`src/stg_pkg.sv`:
```
// ----------------------------------------------------------------------------
// stg_pkg
// Shared widths, register indexes, reset values and status type for the
// sine tone generator.
// ----------------------------------------------------------------------------
package stg_pkg;

  // default sizes of the oscillator word and the sample counter
  localparam int SAMPLE_WIDTH_DEF = 16;
  localparam int COUNT_WIDTH_DEF  = 24;

  // fixed field widths
  localparam int COEF_W     = 16;
  localparam int GAIN_W     = 15;
  localparam int DURATION_W = 24;
  localparam int PERIOD_W   = 16;
  localparam int DAC_W      = 8;
  localparam int CFG_DATA_W = 24;
  localparam int CFG_IDX_W  = 3;
  localparam int IN_DATA_W  = 8;

  // Q1.15 rounding: add half an LSB, then drop the fraction
  localparam int ROUND_SHIFT = 15;
  localparam int ROUND_BIAS  = 16384;

  // register indexes on the configuration port
  typedef enum logic [CFG_IDX_W-1:0] {
    REG_ROT_COS  = 3'd0,
    REG_ROT_SIN  = 3'd1,
    REG_GAIN     = 3'd2,
    REG_DURATION = 3'd3,
    REG_PERIOD   = 3'd4
  } stg_reg_t;

  // register reset values
  localparam logic signed [COEF_W-1:0] RST_ROT_COS  = 16'sd32767;
  localparam logic signed [COEF_W-1:0] RST_ROT_SIN  = 16'sd0;
  localparam logic [GAIN_W-1:0]        RST_GAIN     = 15'd32767;
  localparam logic [DURATION_W-1:0]    RST_DURATION = 24'd1;
  localparam logic [PERIOD_W-1:0]      RST_PERIOD   = 16'd1;

  // per-slot status from the sequencer
  typedef struct packed {
    logic valid;  // a tone sample is produced this slot
    logic last;   // final sample of the tone
  } stg_status_t;

endpackage

```
`src/stg_dac_map.sv`:
```
// ----------------------------------------------------------------------------
// stg_dac_map
// Scale the sine word by the gain and map it onto the unsigned 8-bit DAC
// range: floor((gain*sine + 2^F) * 255 / 2^(F+1)), F = SAMPLE_WIDTH + 14.
// ----------------------------------------------------------------------------
module stg_dac_map #(
  parameter int SAMPLE_WIDTH = stg_pkg::SAMPLE_WIDTH_DEF
) (
  input  logic [stg_pkg::GAIN_W-1:0]    gain,
  input  logic signed [SAMPLE_WIDTH-1:0] sine,
  output logic [stg_pkg::DAC_W-1:0]     dac
);
  import stg_pkg::*;

  localparam int F      = SAMPLE_WIDTH + 14;
  localparam int PROD_W = SAMPLE_WIDTH + GAIN_W + 1;
  localparam int SCL_W  = F + 1 + DAC_W;

  logic signed [GAIN_W:0]   gain_s;
  logic signed [PROD_W-1:0] prod;
  logic [F:0]               offset;
  logic [SCL_W-1:0]         scaled;

  // exact gain product, then lift to a nonnegative value
  assign gain_s = {1'b0, gain};
  assign prod   = gain_s * sine;
  assign offset = prod[F:0] + {1'b1, {F{1'b0}}};

  // times 255 as shift and subtract, keep the top byte
  assign scaled = {offset, {DAC_W{1'b0}}} - SCL_W'(offset);
  assign dac    = scaled[SCL_W-1:F+1];

endmodule

```
`src/stg_oscillator.sv`:
```
// ----------------------------------------------------------------------------
// stg_oscillator
// Quadrature sine/cosine pair, rotated once per played sample by the
// configured coefficients with Q1.15 rounding and saturation.
// ----------------------------------------------------------------------------
module stg_oscillator #(
  parameter int SAMPLE_WIDTH = stg_pkg::SAMPLE_WIDTH_DEF
) (
  input  logic                           clk,
  input  logic                           rst,
  input  logic                           advance,
  input  logic                           start,
  input  logic signed [stg_pkg::COEF_W-1:0] rot_cos,
  input  logic signed [stg_pkg::COEF_W-1:0] rot_sin,
  output logic signed [SAMPLE_WIDTH-1:0] sine_cur
);
  import stg_pkg::*;

  localparam int PROD_W = SAMPLE_WIDTH + COEF_W;
  localparam int SUM_W  = SAMPLE_WIDTH + COEF_W + 1;
  localparam int RND_W  = SUM_W - ROUND_SHIFT;

  localparam logic signed [SAMPLE_WIDTH-1:0] S_MIN = {1'b1, {(SAMPLE_WIDTH-1){1'b0}}};
  localparam logic signed [RND_W-1:0] R_MAX =
    {{(RND_W-SAMPLE_WIDTH+1){1'b0}}, {(SAMPLE_WIDTH-1){1'b1}}};
  localparam logic signed [RND_W-1:0] R_MIN =
    {{(RND_W-SAMPLE_WIDTH+1){1'b1}}, {(SAMPLE_WIDTH-1){1'b0}}};

  logic signed [SAMPLE_WIDTH-1:0] sine, cosine;
  logic signed [SAMPLE_WIDTH-1:0] cos_cur;
  logic signed [PROD_W-1:0]       p_sc, p_sr, p_cc, p_cr;
  logic signed [SUM_W-1:0]        sum_sin, sum_cos;
  logic signed [SAMPLE_WIDTH-1:0] sine_next, cosine_next;

  function automatic logic signed [SAMPLE_WIDTH-1:0] round_sat(
    input logic signed [SUM_W-1:0] sum
  );
    logic signed [SUM_W-1:0] biased;
    logic signed [RND_W-1:0] r;
    biased = sum + SUM_W'(ROUND_BIAS);
    r      = RND_W'(biased >>> ROUND_SHIFT);
    if (r > R_MAX) begin
      return R_MAX[SAMPLE_WIDTH-1:0];
    end else if (r < R_MIN) begin
      return R_MIN[SAMPLE_WIDTH-1:0];
    end
    return r[SAMPLE_WIDTH-1:0];
  endfunction

  // a start slot plays from sine -1, cosine 0
  assign sine_cur = start ? S_MIN : sine;
  assign cos_cur  = start ? '0 : cosine;

  // rotate: nsin = s*rc + rs*c, ncos = c*rc - s*rs
  assign p_sc    = sine_cur * rot_cos;
  assign p_sr    = sine_cur * rot_sin;
  assign p_cc    = cos_cur * rot_cos;
  assign p_cr    = cos_cur * rot_sin;
  assign sum_sin = SUM_W'(p_sc) + SUM_W'(p_cr);
  assign sum_cos = SUM_W'(p_cc) - SUM_W'(p_sr);

  assign sine_next   = round_sat(sum_sin);
  assign cosine_next = round_sat(sum_cos);

  // hold the pair except on a played sample
  always_ff @(posedge clk) begin
    if (rst) begin
      sine   <= S_MIN;
      cosine <= '0;
    end else if (advance) begin
      sine   <= sine_next;
      cosine <= cosine_next;
    end
  end

endmodule

```
`src/stg_sequencer.sv`:
```
// ----------------------------------------------------------------------------
// stg_sequencer
// Sample and period counters: main phase for the tone length, then a tail
// that runs to the end of the current period and flags the last sample.
// ----------------------------------------------------------------------------
module stg_sequencer #(
  parameter int COUNT_WIDTH = stg_pkg::COUNT_WIDTH_DEF
) (
  input  logic                             clk,
  input  logic                             rst,
  input  logic                             step,
  input  logic                             start,
  input  logic [stg_pkg::DURATION_W-1:0]   duration,
  input  logic [stg_pkg::PERIOD_W-1:0]     period,
  output stg_pkg::stg_status_t             status
);
  import stg_pkg::*;

  localparam int CMP_W = (COUNT_WIDTH > DURATION_W) ? COUNT_WIDTH : DURATION_W;
  localparam logic [COUNT_WIDTH-1:0] COUNT_MAX = '1;

  logic                   active, in_tail;
  logic [COUNT_WIDTH-1:0] sample_count;
  logic [PERIOD_W-1:0]    period_count;

  logic                   eff_active, eff_tail;
  logic [COUNT_WIDTH-1:0] eff_sc, sc_inc;
  logic [PERIOD_W-1:0]    eff_pc;
  logic [PERIOD_W:0]      pc_inc;
  logic                   wrap;

  logic                   active_next, tail_next, last;
  logic [COUNT_WIDTH-1:0] sc_next;
  logic [PERIOD_W-1:0]    pc_next;

  // a start slot begins from cleared counters
  assign eff_active = start | active;
  assign eff_tail   = start ? 1'b0 : in_tail;
  assign eff_sc     = start ? '0 : sample_count;
  assign eff_pc     = start ? '0 : period_count;

  // saturating sample count, period count with room for the compare
  assign sc_inc = (eff_sc == COUNT_MAX) ? eff_sc : eff_sc + 1'b1;
  assign pc_inc = {1'b0, eff_pc} + 1'b1;
  assign wrap   = pc_inc >= {1'b0, period};

  // advance one sample
  always_comb begin
    active_next = eff_active;
    tail_next   = eff_tail;
    sc_next     = eff_sc;
    pc_next     = pc_inc[PERIOD_W-1:0];
    last        = 1'b0;
    if (!eff_tail) begin
      sc_next   = sc_inc;
      if (wrap) begin
        pc_next = '0;
      end
      tail_next = (CMP_W'(sc_inc) >= CMP_W'(duration)) || (sc_inc == COUNT_MAX);
    end else if (wrap) begin
      last        = 1'b1;
      active_next = 1'b0;
      tail_next   = 1'b0;
    end
  end

  assign status.valid = eff_active;
  assign status.last  = eff_active & last;

  // commit on each played sample
  always_ff @(posedge clk) begin
    if (rst) begin
      active       <= 1'b0;
      in_tail      <= 1'b0;
      sample_count <= '0;
      period_count <= '0;
    end else if (step && eff_active) begin
      active       <= active_next;
      in_tail      <= tail_next;
      sample_count <= sc_next;
      period_count <= pc_next;
    end
  end

  a_tail_in_tone: assert property (@(posedge clk) disable iff (rst)
    in_tail |-> active)
    else $error("tail phase outside an active tone");

  a_last_ends_tone: assert property (@(posedge clk) disable iff (rst)
    step && status.last |=> !active)
    else $error("tone still active after its last sample");

  a_tail_on_step: assert property (@(posedge clk) disable iff (rst)
    $rose(in_tail) |-> $past(step))
    else $error("tail phase entered without a slot");

endmodule

```
`src/sine_tone_generator.sv`:
```
// ----------------------------------------------------------------------------
// sine_tone_generator
// Recursive quadrature sine oscillator feeding an 8-bit unsigned DAC, one
// sample word per input slot word.
// ----------------------------------------------------------------------------
//  channel  dir  handshake          payload
//  s_*      in   s_tvalid/s_tready  s_tdata[0] start_req
//  m_*      out  m_tvalid/m_tready  m_tdata[7:0] dac_value, m_tuser[0]
//                                   sample_valid, m_tlast last_sample
//  cfg_*    in   cfg_we             cfg_index register, cfg_data value
//
//  One word per cycle while s_tready is high; the result sits in the output
//  register in the cycle after its slot word is taken. The sine/cosine
//  rotation (four 16x16 products and two sums per cycle) closes on itself.
//  Reset presets registers, oscillator and counters; no clearing pass.
//  s_tready drops only while the output register is full and m_tready low.
// ----------------------------------------------------------------------------
module sine_tone_generator #(
  parameter int SAMPLE_WIDTH = stg_pkg::SAMPLE_WIDTH_DEF,
  parameter int COUNT_WIDTH  = stg_pkg::COUNT_WIDTH_DEF
) (
  input  logic                              clk,
  input  logic                              rst,
  input  logic                              s_tvalid,
  output logic                              s_tready,
  input  logic [stg_pkg::IN_DATA_W-1:0]     s_tdata,   // [0] start_req
  output logic                              m_tvalid,
  input  logic                              m_tready,
  output logic [stg_pkg::DAC_W-1:0]         m_tdata,   // [7:0] dac_value
  output logic [0:0]                        m_tuser,   // [0] sample_valid
  output logic                              m_tlast,
  input  logic                              cfg_we,
  input  logic [stg_pkg::CFG_IDX_W-1:0]     cfg_index,
  input  logic [stg_pkg::CFG_DATA_W-1:0]    cfg_data
);
  import stg_pkg::*;

  logic signed [COEF_W-1:0] rot_cos, rot_sin;
  logic [GAIN_W-1:0]        gain;
  logic [DURATION_W-1:0]    duration;
  logic [PERIOD_W-1:0]      period;

  logic                           step, start;
  stg_status_t                    status;
  logic signed [SAMPLE_WIDTH-1:0] sine_cur;
  logic [DAC_W-1:0]               dac;

  // configuration registers
  always_ff @(posedge clk) begin
    if (rst) begin
      rot_cos  <= RST_ROT_COS;
      rot_sin  <= RST_ROT_SIN;
      gain     <= RST_GAIN;
      duration <= RST_DURATION;
      period   <= RST_PERIOD;
    end else if (cfg_we) begin
      case (cfg_index)
        REG_ROT_COS:  rot_cos  <= cfg_data[COEF_W-1:0];
        REG_ROT_SIN:  rot_sin  <= cfg_data[COEF_W-1:0];
        REG_GAIN:     gain     <= cfg_data[GAIN_W-1:0];
        REG_DURATION: duration <= cfg_data[DURATION_W-1:0];
        REG_PERIOD:   period   <= cfg_data[PERIOD_W-1:0];
        default: ;
      endcase
    end
  end

  // take a slot word whenever the output register frees up
  assign s_tready = !m_tvalid || m_tready;
  assign step     = s_tvalid && s_tready;
  assign start    = s_tdata[0];

  stg_sequencer #(
    .COUNT_WIDTH(COUNT_WIDTH)
  ) u_seq (
    .clk      (clk),
    .rst      (rst),
    .step     (step),
    .start    (start),
    .duration (duration),
    .period   (period),
    .status   (status)
  );

  stg_oscillator #(
    .SAMPLE_WIDTH(SAMPLE_WIDTH)
  ) u_osc (
    .clk      (clk),
    .rst      (rst),
    .advance  (step && status.valid),
    .start    (start),
    .rot_cos  (rot_cos),
    .rot_sin  (rot_sin),
    .sine_cur (sine_cur)
  );

  stg_dac_map #(
    .SAMPLE_WIDTH(SAMPLE_WIDTH)
  ) u_dac (
    .gain (gain),
    .sine (sine_cur),
    .dac  (dac)
  );

  // output register
  always_ff @(posedge clk) begin
    if (rst) begin
      m_tvalid <= 1'b0;
    end else if (step) begin
      m_tvalid <= 1'b1;
    end else if (m_tready) begin
      m_tvalid <= 1'b0;
    end
  end

  always_ff @(posedge clk) begin
    if (step) begin
      m_tdata    <= status.valid ? dac : '0;
      m_tuser[0] <= status.valid;
      m_tlast    <= status.last;
    end
  end

  a_last_is_sample: assert property (@(posedge clk) disable iff (rst)
    m_tvalid && m_tlast |-> m_tuser[0])
    else $error("last flag on a slot without a sample");

  a_silent_zero: assert property (@(posedge clk) disable iff (rst)
    m_tvalid && !m_tuser[0] |-> m_tdata == '0)
    else $error("nonzero dac word on an empty slot");

  a_accept_fills: assert property (@(posedge clk) disable iff (rst)
    step |=> m_tvalid)
    else $error("accepted slot word produced no result");

endmodule

```
`config.mk`:
```
export PLATFORM = sky130hd
export DESIGN_NAME = sine_tone_generator
export DESIGN_NICKNAME = d
export VERILOG_FILES = /design/src/stg_pkg.sv /design/src/stg_dac_map.sv /design/src/stg_oscillator.sv /design/src/stg_sequencer.sv /design/src/sine_tone_generator.sv
export SDC_FILE = /design/constraint.sdc
export NUM_CORES = 2
export LEC_CHECK = 0
export BUFFER_PORTS_ARGS = -buffer_cell sky130_fd_sc_hd__buf_2
export CORE_AREA = 8 8 242 419
export DETAILED_ROUTE_END_ITERATION = 12
export DIE_AREA = 0 0 250 427
export MAX_ROUTING_LAYER = met4
export PLACE_DENSITY_LB_ADDON = 0.1
export SLEW_MARGIN = 20
export SYNTH_ARGS = -nofsm -noshare
export SYNTH_HDL_FRONTEND = slang
export SYNTH_HIERARCHICAL = 1
export SYNTH_SLANG_ARGS = --single-unit
```
`constraint.sdc`:
```
create_clock -name clk -period 12.45 [get_ports clk]
set_clock_uncertainty 0.2 [all_clocks]
set_input_delay 2.49 -clock clk [delete_from_list [all_inputs] [get_ports clk]]
set_output_delay 2.49 -clock clk [all_outputs]
set_load 0.1 [all_outputs]
```
==> reports/qor_table.md <==
| Metric | Reported |
|---|---|
| Share of synthesized area occupied by flip-flops and latches | 6.03% |
| Routed wire per std cell | 19.9 um |
| Post-detailed-route via-to-cell ratio | 5.54 |
| Cell chosen for the clock root | sky130_fd_sc_hd__clkbuf_16 |
| Depth of the most critical reg-to-reg path | 31 |
| Maximum number of pins on one net before global-route repair | 98 |
| Total standard cell area after synthesis | 58800 um^2 |
| Number of synthesized flops with an enable pin | 10 |
| # nets final | 8223 |
| Layout Area Growth over Synthesis | 3.97% |
| Sinks on the clock net | 172 |
| Floorplan row count | 151 |
| Hold Vio Cnt, Final | 0 |
| # setup viols final | 0 |
| Routed met3 length | 6130 um |
| Arr. time, crit path | 11.63 ns |
| Crit share post-route | 93.0% |
| Antenna-violating nets left | 0 |
| Launch point of the worst hold path | duration[15] |
| Largest fanout on the critical path | 29 |
| Chip Width | 250 um |
| Leading register cell type out of synthesis | sky130_fd_sc_hd__dfxtp_1 |
| Count of buffer and inverter cells on the critical path | 6 |
| Aggregate negative setup slack | 0 ns |
| Worst setup path startpoint | s_tdata[0] |
| Commonest non-fill, non-tap cell in the layout | sky130_fd_sc_hd__inv_1 |
| Highest metal layer used by the detailed router | met4 |
| DRT met1 WL | 54300 um |
| Global-route wire length before repair | 246000 um |
| Number of DRC markers after the initial detailed-route iteration | 2233 |
| Biggest cell delay along the critical path | 0.63 ns |
| Seq. cell area | 3540 um^2 |
| Max capacitance violation total | 0 |
| Global route total overflow | 0 |
| Data required time at the worst endpoint | 12.50 ns |
| Post-cts sizing count | 0 |
| Cell depth of the worst setup path | 33 |
| Tightest Pin Transition | 1.14 ns |
| Relative max-transition margin | 23.6% |
| Hold buffer count at CTS | 0 |
| Crit-path slowest cell | sky130_fd_sc_hd__nor2b_4 |
| Commonest cells after routing, fill and taps aside | sky130_fd_sc_hd__inv_1, sky130_fd_sc_hd__fa_1, sky130_fd_sc_hd__nand2_1 |
| RSZ-0062 raised after global routing | false |
| Largest delay contributor family on the critical path | adder cells |
| Total half-perimeter wirelength after legalization and detailed placement | 121000 um |
| Async set-or-reset flop fraction in the synthesized netlist | 0% |
| Via count of the routed design | 42074 |
| Number of antenna violations at the first check in global routing | 0 |
| Placeable core region | 96000 um^2 |
| Number of pins exceeding their max-slew limit in the final report | 0 |
| Timing endpoint of the critical path | m_tdata[2] |
| Effective utilization at floorplan | 61.2% |
| Outcome | complete, no violations |
| Clock tree from TritonCTS | yes |
| Number of instances in the synthesized netlist | 6468 |
| Share of the core filled with cells | 63.7% |
| Source of the worst register-to-register timing path | u_osc/sine[3] |
| Clock Path Buffers | 2 |
| Worst Setup End Kind | register |
| H-tree levels | 4 |
| Library cells used by synthesis | 97 |
| Clock Latency Late Sink | 0.49 ns |
| Worst setup SP type | primary input |
| Critical Setup Path Class | in2reg |
| Endpoint of the lowest-slack register-to-register path | m_tdata[2] |
| Proportion of layout cells with a drive suffix above 1 | 4.42% |
| Area of the die | 107000 um^2 |
| Wire length reported by the detailed router | 151000 um |
| Multi-input combinational cell area | 48200 um^2 |
| Number of setup buffers added after CTS | 0 |
| Cell mode on critical path | sky130_fd_sc_hd__fa_1 |
| Mean Syn Cell Area | 9.09 um^2 |
| Register bit total from synthesis | 172 |
| Synth Net Count | 8341 |
| Final worst path period need | 11.58 ns |
| Num CTS Buffers | 17 |
| F_max | 86.4 MHz |
| FF-to-FF setup slack | 2.96 ns |
| Die outline height | 427 um |
| Yosys warnings | 6 |
| Wire length on met2 | 79200 um |
| Kind of path behind the tightest hold check | reg2reg |
| Drt first pass iters | 8 |
| GRT Total Usage | 30.4% |
| Last weighted congestion value of the routability-driven placer | 0.969 |
| I/O pin count | 52 |
| Filler cell count in the final layout | 8326 |
| Clk slew on worst S/H paths | 0.08 ns |
| Vias in the first global route | 46379 |
| Port Buffers | 44 |
| Remaining design rule violation count | 0 |
## metal layers
layer  vias to the layer above  track usage, %
met4                         0            18.5
li1                      18827               -
met3                       334            2.73
met1                     21791            33.3
met5                         -               -
met2                      1122            53.4
## worst min-delay path: stages (launching register included)
cell,delay (ns)
sky130_fd_sc_hd__dfxtp_1,0.32
sky130_fd_sc_hd__nand2b_1,0.06
sky130_fd_sc_hd__mux2i_1,0.05
## synthesized netlist by cell type (all sizes together) (7+ instances only)
| cell type | count | area, um^2 |
|---|---|---|
| inv | 1604 | 6020 |
| nand2 | 706 | 2660 |
| o31ai | 11 | 96.3 |
| dfxtp | 162 | 3240 |
| clkbuf | 263 | 987 |
| fa | 1353 | 27100 |
| nand2b | 126 | 788 |
| edfxtp | 10 | 300 |
| a211oi | 32 | 250 |
| ha | 480 | 6010 |
| nand3 | 46 | 235 |
| a21o | 40 | 300 |
| a22o | 17 | 149 |
| o21ai | 56 | 288 |
| nor2 | 215 | 810 |
| o211ai | 8 | 65.1 |
| buf | 28 | 176 |
| nor4 | 12 | 96.3 |
| o21a | 7 | 52.6 |
| xor2 | 33 | 289 |
| or3 | 13 | 81.3 |
| xnor2 | 108 | 965 |
| and3 | 17 | 111 |
| or2 | 9 | 56.3 |
| a311oi | 17 | 218 |
| nor3 | 31 | 165 |
| nor2b | 69 | 432 |
| and4 | 13 | 114 |
| mux2i | 92 | 921 |
| nand4 | 30 | 188 |
| a31oi | 10 | 62.6 |
| and2 | 636 | 3980 |
| a21oi | 112 | 576 |
| a2111oi | 7 | 80.1 |
## flip-flops by register name, indices dropped and copies added (netlist names)
| register | flops |
|---|---|
| duration | 24 |
| u_seq/sample_count | 24 |
| period | 16 |
| rot_cos | 16 |
| rot_sin | 16 |
| u_osc/cosine | 16 |
| u_osc/sine | 16 |
| u_seq/period_count | 16 |
| gain | 15 |
| m_tdata | 8 |
| m_tlast | 1 |
| m_tuser | 1 |
| m_tvalid | 1 |
| u_seq/active | 1 |
| u_seq/in_tail | 1 |
## cells by family after synthesis
| kind of cell | count (synthesis) | share of synthesized area (%) |
|---|---|---|
| flops | 172 | 6.03 |
| mux | 94 | 1.60 |
| xor+xnor | 143 | 2.21 |
| simple gates | 1951 | 17.0 |
| compound gates | 378 | 4.64 |
| buf+inv | 1897 | 12.2 |
| fa+ha+maj | 1833 | 56.3 |
## worst min path at each step
stage | slack, ns | cells past startpoint | end
finish | 0.28 | 2 | duration[15]
global placement | 0.25 | 2 | u_seq/in_tail
detailed placement | 0.26 | 2 | u_osc/cosine[15]
floorplan | 0.24 | 2 | u_seq/in_tail
global route | 0.30 | 2 | duration[21]
CTS | 0.28 | 2 | duration[15]
## cell type report
cell class / count / area share, %
multi-input cells: 4399 / 78.9
inverters: 1606 / 9.86
flip-flops and latches: 172 / 5.80
well taps: 1224 / 2.51
repair buffers: 154 / 1.90
clock buffers: 18 / 0.719
clock inverters: 14 / 0.278
diodes: 2 / 0.00819
## per-stage QoR
stage	hold WS (ns)	setup slack [ns]	area, um^2	cells
floorplan	0.243	1.12	58800	6468
global placement	0.254	0.601	60500	7555
detailed placement	0.261	0.512	60500	7555
CTS	0.277	1.01	61100	7587
global route	0.296	0.498	61100	7587
finish	0.276	0.870	61100	7589
Power is left out: the tool's default activity adds up to more than one toggle a clock period on the data nets, which glitch-free logic cannot reach.
